[src/rtl/sit_pkg.sv]
package sit_pkg;

    // Field widths of one record
    localparam int OFS_W = 24;
    localparam int SIZE_W = 16;
    localparam int PAY_W = 32;
    localparam int IDX_W = 6;
    localparam int CNT_OUT_W = 7;
    localparam int STATUS_W = 2;

    // Midpoint sums 2*offset + size need two more bits than the offset
    localparam int MID_W = OFS_W + 2;
    // Sum of two sizes
    localparam int SPAN_W = SIZE_W + 1;

    // Result status codes
    localparam logic [STATUS_W-1:0] ST_OK = 2'd0;
    localparam logic [STATUS_W-1:0] ST_OVERLAP = 2'd1;
    localparam logic [STATUS_W-1:0] ST_FULL = 2'd2;
    localparam logic [STATUS_W-1:0] ST_RANGE = 2'd3;

    // Item modes
    localparam logic MODE_ADD = 1'b0;
    localparam logic MODE_READ = 1'b1;

    typedef struct packed {
        logic [PAY_W-1:0]  payload;
        logic              is_rle;
        logic [SIZE_W-1:0] size;
        logic [OFS_W-1:0]  offset;
    } rec_t;

    // Control broadcast from the sequencer to every cell
    typedef struct packed {
        logic capture;  // evaluate the new record against the stored one
        logic commit;   // shift or load the entry
    } cell_ctrl_t;

endpackage

[src/rtl/sit_cell.sv]
module sit_cell (
    input  logic               aclk,
    input  sit_pkg::cell_ctrl_t ctrl,
    input  sit_pkg::rec_t      new_rec,
    input  logic               occupied,
    input  logic               left_open,
    input  sit_pkg::rec_t      left_rec,
    output sit_pkg::rec_t      entry,
    output logic               open,
    output logic               hit
);
    import sit_pkg::*;

    rec_t entry_reg;
    logic open_reg;
    logic hit_reg;

    logic [MID_W-1:0]  mid_new;
    logic [MID_W-1:0]  mid_old;
    logic [MID_W-1:0]  mid_diff;
    logic [SPAN_W-1:0] span;
    logic              meets;

    // Closed-interval overlap test on doubled midpoints
    always_comb begin
        mid_new = {new_rec.offset, 1'b0} + MID_W'(new_rec.size);
        mid_old = {entry_reg.offset, 1'b0} + MID_W'(entry_reg.size);
        mid_diff = (mid_new > mid_old) ? (mid_new - mid_old) : (mid_old - mid_new);
        span = SPAN_W'(new_rec.size) + SPAN_W'(entry_reg.size);
        meets = (mid_diff <= MID_W'(span));
    end

    // Hold the flags of this item; an empty cell is always open for insertion
    always_ff @(posedge aclk) begin
        if (ctrl.capture) begin
            hit_reg <= occupied && meets;
            open_reg <= !occupied || (entry_reg.offset > new_rec.offset);
        end
    end

    // Shift up from the left neighbor, or take the new record at the insert point
    always_ff @(posedge aclk) begin
        if (ctrl.commit) begin
            if (left_open) begin
                entry_reg <= left_rec;
            end else if (open_reg) begin
                entry_reg <= new_rec;
            end
        end
    end

    assign entry = entry_reg;
    assign open = open_reg;
    assign hit = hit_reg;

endmodule
[config.mk]
export PLATFORM = sky130hd
export DESIGN_NAME = sit_cell
export DESIGN_NICKNAME = d
export VERILOG_FILES = /design/src/rtl/sit_pkg.sv /design/src/rtl/sit_cell.sv
export SDC_FILE = /design/constraint.sdc
export NUM_CORES = 1
export LEC_CHECK = 0
export BUFFER_PORTS_ARGS = -buffer_cell sky130_fd_sc_hd__buf_2
export CORE_UTILIZATION = 60
export CTS_CLUSTER_SIZE = 12
export DETAILED_ROUTE_END_ITERATION = 16
export PLACE_DENSITY = 0.9
export SYNTH_ARGS = -nofsm -noshare
export SYNTH_HDL_FRONTEND = slang
export SYNTH_SLANG_ARGS = --single-unit
[constraint.sdc]
create_clock -name aclk -period 19.41 [get_ports aclk]
set_input_delay 0.9705 -clock aclk [delete_from_list [all_inputs] [get_ports aclk]]
set_output_delay 0.9705 -clock aclk [all_outputs]
set_load 0.03 [all_outputs]
==> results of run 1 <==
==> cell type report <==
type                            instances  area [sq um]  share of cell area (%)
Antenna cell                            5          12.5                   0.117
Clock buffer                           10           229                    2.14
Clock inverter                          6          48.8                   0.456
Inverter                               83           312                    2.91
Multi-Input combinational cell        829          6490                    60.6
Sequential cell                        75          2250                    21.0
Tap cell                              188           235                    2.20
Timing Repair Buffer                  225          1130                    10.5
==> metal layers <==
metal,share of wire [%],routed length [um],vias up
met3,8.5,2420,101
met1,40,11500,4201
met4,4.5,1280,0
met5,0,0,-
li1,-,-,4145
met2,47,13200,511
==> power groups by stage <==
stage	clock network (uW)	logic, uW	registers (uW)
after floorplan	0	428	226
after global placement	0	581	205
after detailed placement	0	586	206
after CTS	159	591	202
after global routing	167	660	204
final	161	606	203
==> critical path: cells and delay by family, from the launching register on <==
family	cells	cell delay [ns]
AND/OR/NAND/NOR	7	1.97
XOR/XNOR	2	0.33
adder cells (fa/ha/maj)	4	1.51
flip-flops	1	0.48
AO/OA/AOI/OAI	16	3.49
multiplexers	1	0.42
==> logic make-up (layout without fill, tap and decap cells) <==
family                   Yosys count  in the layout  synth area share, %
multiplexers                      62             62                 7.45
XOR/XNOR                          97             97                 9.19
other                              0              5                    0
adder cells (fa/ha/maj)          142            142                 19.6
AND/OR/NAND/NOR                  234            234                 12.8
buffers and inverters            116            324                 5.52
flip-flops                        75             75                 24.4
AO/OA/AOI/OAI                    294            294                 21.1
==> stage by stage <==
step	utilization, %	instance area [sq um]	hold WS (ns)	worst slack [ns]
floorplan	-	9250	1.08	12.30
global placement	68.8	10400	0.981	11.32
detailed placement	68.8	10400	0.994	10.99
CTS	70.6	10700	0.903	11.24
global route	70.7	10700	0.907	10.49
finish	70.7	10700	0.916	11.02
==> how the worst min path moves through the flow <==
stage / slack [ns] / depth (start not counted) / to / start
detailed placement: 0.99 / 4 / open$_DFFE_PP_ / entry[14]$_DFFE_PP_
floorplan: 1.08 / 0 / hit$_DFFE_PP_ / ctrl[1]
global route: 0.91 / 1 / hit$_DFFE_PP_ / ctrl[1]
finish: 0.92 / 3 / entry[1]$_DFFE_PP_ / left_rec[1]
global placement: 0.98 / 4 / open$_DFFE_PP_ / entry[14]$_DFFE_PP_
CTS: 0.90 / 1 / hit$_DFFE_PP_ / ctrl[1]
==> synthesized netlist by cell type, drive strengths merged, types with 23 or more instances <==
master	number	area (sq um)
inv	83	312
o21ai	67	339
xor2	34	298
a21oi	80	400
nor2	43	161
edfxtp	75	2250
mux2	52	589
nor3	23	115
a21o	45	339
nand4	26	163
xnor2	63	552
ha	137	1710
nand2	59	221
==> impl_metrics.ini, run 1 <==
[power]
p_sw_uw = 448
peakVddDrop_v = 0.0000777
combPwrFrac_pct = 62.5
total_power_uw = 970
cellPowerDensity_nw_per_um2 = 90.6
power_frac_clock_pct = 16.6
seqPwrFrac_pct = 20.9
p_int_uw = 522
p_sw_share_pct = 46.2
leakage_uw = 0.00506

[sta]
finalHoldViolCount = 0
fin_tns_setup_ns = 0
maxSlewViolCount = 0
rsz0062_at_grt = no
tightest_slew_ns = 1.02
max_slew_margin_pct = 32.3
fin_crit_ns = 8.39
fin_crit_sh_pct = 43.2
finalSetupViolCount = 0
max_freq_mhz = 119
skew_ns = 0.00600

[logic_synthesis]
syn_nets = 1313
async_flop_share_pct = 0
synth_area_sq_um = 9250
synth_edf_count = 75
ys_seq_elements = 75
synth_warnings = 0
ys_types = 75
avgSynthCellArea_sq_um = 9.07
synthFlopType = edfxtp_1
syn_inst = 1020
ys_seq_area_share_pct = 24.4

[global_route]
top_usage_layer = met2
track_usage_pct = 35.5
grt_pass1_vias = 8659
met1_usage_pct = 45.2
antenna_found_initial = 3
grt_overflow_total = 0
grt_use_met3_pct = 6.50
use_met2_pct = 58.9
grt_pass1_wl_um = 44300
grt_max_degree = 99

[setup_path]
r2r-start = entry[25]$_DFFE_PP_
r2r_cells = 30
r2r-end = hit$_DFFE_PP_
rrSetupSlack_ns = 11.02
cp_data_arrival_time_ns = 8.57
startpoint_type = flop
crit_start = entry[25]$_DFFE_PP_
crit_type = reg -> reg
critPathMaxFanout = 14
crit_slowest_cell = and3_1
crit_path_end_kind = flop
required_ns = 19.59
max_stage_delay_ns = 0.70
endpoint = hit$_DFFE_PP_

[drt]
drc = 0
wirelength_um = 28400
ant_nets = 0
viasPerCell = 6.30
vias = 8958
post_drt_wl_per_cell_um = 20.0
dr.pass1.iters = 6
drt_iter0_markers = 942

[die]
die_w_um = 126
coreArea_sq_um = 15100
dieArea_sq_um = 15900
fp-row-count = 45
die_h_um = 126
ios = 226
start_util_pct = 61.1

[place]
io_buffers = 225
gp_congestion = 0.984
hpwlAfterDp_um = 22900
dp.cells = 1400

[layout]
area.growth.synth_to_final_pct = 15.8
fillCellCount = 1097
final_layout_size_suffix_gt1_share_pct = 25.7
largest_reg_flops = 73
mostFrequentLayoutCells = buf_2 (224), ha_1 (137), inv_1 (83), a21oi_1 (80), edfxtp_1 (75)
instances_no_fill = 1421
final_common_cell = buf_2
nets = 1516

[clocking]
cts_sinks = 75
ctsResizeCount = 0
numCtsBuffers = 9
cts_buffer_depth = 2
holdBufCountCts = 0
cts_tree = yes
clock_latency_ns = 0.34
clk_pin_slew_ns = 0.07
post_cts_buffers = 0
clockRootBuffer = clkbuf_16
h-tree-depth = 3

[worst_hold_path]
hold_path_class = in -> reg

[job]
cap_viol_max_count = 0

[outcome]
status = finished clean
No activity file was read; power rests on OpenSTA's default activity.
==> run 2, diff against run 1 <==
--- a/config.mk
+++ b/config.mk
@@ -6,10 +6,10 @@
 export NUM_CORES = 1
 export LEC_CHECK = 0
 export BUFFER_PORTS_ARGS = -buffer_cell sky130_fd_sc_hd__buf_2
-export CORE_UTILIZATION = 60
+export CORE_UTILIZATION = 56
 export CTS_CLUSTER_SIZE = 12
 export DETAILED_ROUTE_END_ITERATION = 16
-export PLACE_DENSITY = 0.9
+export PLACE_DENSITY = 0.85
 export SYNTH_ARGS = -nofsm -noshare
 export SYNTH_HDL_FRONTEND = slang
 export SYNTH_SLANG_ARGS = --single-unit
==> constraint.sdc (replaced) <==
create_clock -name aclk -period 8.1 [get_ports aclk]
set_input_delay 0.405 -clock aclk [delete_from_list [all_inputs] [get_ports aclk]]
set_output_delay 0.405 -clock aclk [all_outputs]
set_load 0.03 [all_outputs]
==> run 2 against run 1 <==
Against the previous run:
- utilization down 3.0 points
- first-iteration DRC count down 8.0%
- critical path depth up 1
- critical endpoint unchanged
- largest cell class unchanged
- non-clock buffer count up 4
- sequential cell count unchanged
- combinational power up 140%
==> impl_metrics.ini, run 2 (same netlist as run 1, synthesis figures left out) <==
[clocking]
holdBufCountCts = 0
cts_tree = yes
ctsResizeCount = 0
numCtsBuffers = 9
h-tree-depth = 3
clock_latency_ns = 0.34
post_cts_buffers = 0
clockRootBuffer = clkbuf_16
cts_sinks = 75
clk_pin_slew_ns = 0.06
cts_buffer_depth = 2

[layout]
final_common_cell = buf_2
mostFrequentLayoutCells = buf_2 (224), ha_1 (137), inv_1 (83), a21oi_1 (80), edfxtp_1 (75)
area.growth.synth_to_final_pct = 17.1
stdcell_area_sq_um = 10800
nets = 1520
finalCoreUtilization_pct = 67.7
largest_reg_flops = 73
final_layout_size_suffix_gt1_share_pct = 26.2

[drt]
vias = 8829
drt_iter0_markers = 867
drc = 0
dr.pass1.iters = 5
post_drt_wl_per_cell_um = 19.2
wirelength_um = 27800
ant_nets = 0
viasPerCell = 6.09

[die]
fp-row-count = 46
ios = 226
start_util_pct = 57.8
coreArea_sq_um = 16000
die_w_um = 131
dieArea_sq_um = 17000
die_h_um = 131

[global_route]
antenna_found_initial = 1
grt_overflow_total = 0
grt_pass1_wl_um = 43200
grt_max_degree = 99
track_usage_pct = 33.0
grt_pass1_vias = 8509

[setup_path]
required_ns = 8.28
crit_path_end_kind = flop
cp_data_arrival_time_ns = 7.78
startpoint_type = flop
r2r_cells = 31
crit_type = reg -> reg
r2r-start = entry[0]$_DFFE_PP_
cpMostUsedCell = ha_1
r2r-end = hit$_DFFE_PP_
max_stage_delay_ns = 0.49
crit_slowest_cell = ha_1
critPathMaxFanout = 15
rrSetupSlack_ns = 0.50

[place]
gp_congestion = 1.08
io_buffers = 225
hpwlAfterDp_um = 22500
placed_area_sq_um = 10500

[power]
leakage_uw = 0.00511
cellPowerDensity_nw_per_um2 = 220
peakVddDrop_v = 0.000149

[job]
cap_viol_max_count = 0

[worst_hold_path]
min_path_cells = 3
holdPathEnd = entry[6]$_DFFE_PP_
hp-start = left_rec[6]
hold_path_class = in -> reg

[sta]
finalSetupViolCount = 0
finalHoldViolCount = 0
max_freq_mhz = 132
fin_crit_ns = 7.60
max_slew_margin_pct = 31.5
tightest_slew_ns = 1.03
fin_crit_sh_pct = 93.8
skew_ns = 0.00929
rsz0062_at_grt = no
maxSlewViolCount = 0
fin_tns_setup_ns = 0

[outcome]
status = finished clean
-- run 2: area by class of cell --
cell class,count,area (sq um)
clock inverter,6,91.3
sequential,75,2250
multi-input combinational,829,6510
inverter,83,312
timing repair buffer,229,1160
tap,216,270
fill,1328,5170
antenna,3,7.51
clock buffer,9,225
-- run 2: stage by stage --
stage	worst slack (ns)	hold WS, ns	std cells	power (uW)
6_report	0.500	0.343	1450	2380
5_1_grt	0.0174	0.349	1449	2520
4_1_cts	0.270	0.339	1447	2340
3_5_place_dp	0.299	0.686	1432	1900
3_3_place_gp	0.496	0.681	1432	1890
2_1_floorplan	1.10	0.517	1020	1570
-- run 2: power by group --
group | switching (uW) | internal [uW] | total, uW
registers | 22.5 | 464 | 486
clock network | 164 | 269 | 433
logic | 879 | 585 | 1460
-- run 2: per-layer routing --
metal  wire length, um  vias up  track usage [%]  share of wire, %
met2             13000      456             53.8                47
met4              1100        0             14.5               4.0
met5                 0        -                0                 0
met3              1970       84             4.60               7.1
li1                  -     4162                -                 -
met1             11700     4127             43.6                42
-- run 2: worst max-delay path by stage --
| stage | startpoint | to | slack, ns |
|---|---|---|---|
| 4_1_cts | entry[25]$_DFFE_PP_ | hit$_DFFE_PP_ | 0.27 |
| 3_5_place_dp | entry[25]$_DFFE_PP_ | hit$_DFFE_PP_ | 0.30 |
| 6_report | entry[0]$_DFFE_PP_ | hit$_DFFE_PP_ | 0.50 |
| 3_3_place_gp | entry[25]$_DFFE_PP_ | hit$_DFFE_PP_ | 0.50 |
| 2_1_floorplan | entry[25]$_DFFE_PP_ | hit$_DFFE_PP_ | 1.10 |
| 5_1_grt | entry[25]$_DFFE_PP_ | hit$_DFFE_PP_ | 0.02 |
-- run 2: critical path, delay by kind of cell (launching register included) --
kind / cells / cell delay (ns)
multiplexers: 1 / 0.37
AO/OA/AOI/OAI: 17 / 3.56
AND/OR/NAND/NOR: 7 / 1.17
adder cells (fa/ha/maj): 4 / 1.46
flip-flops: 1 / 0.44
XOR/XNOR: 1 / 0.17
buffers and inverters: 1 / 0.24
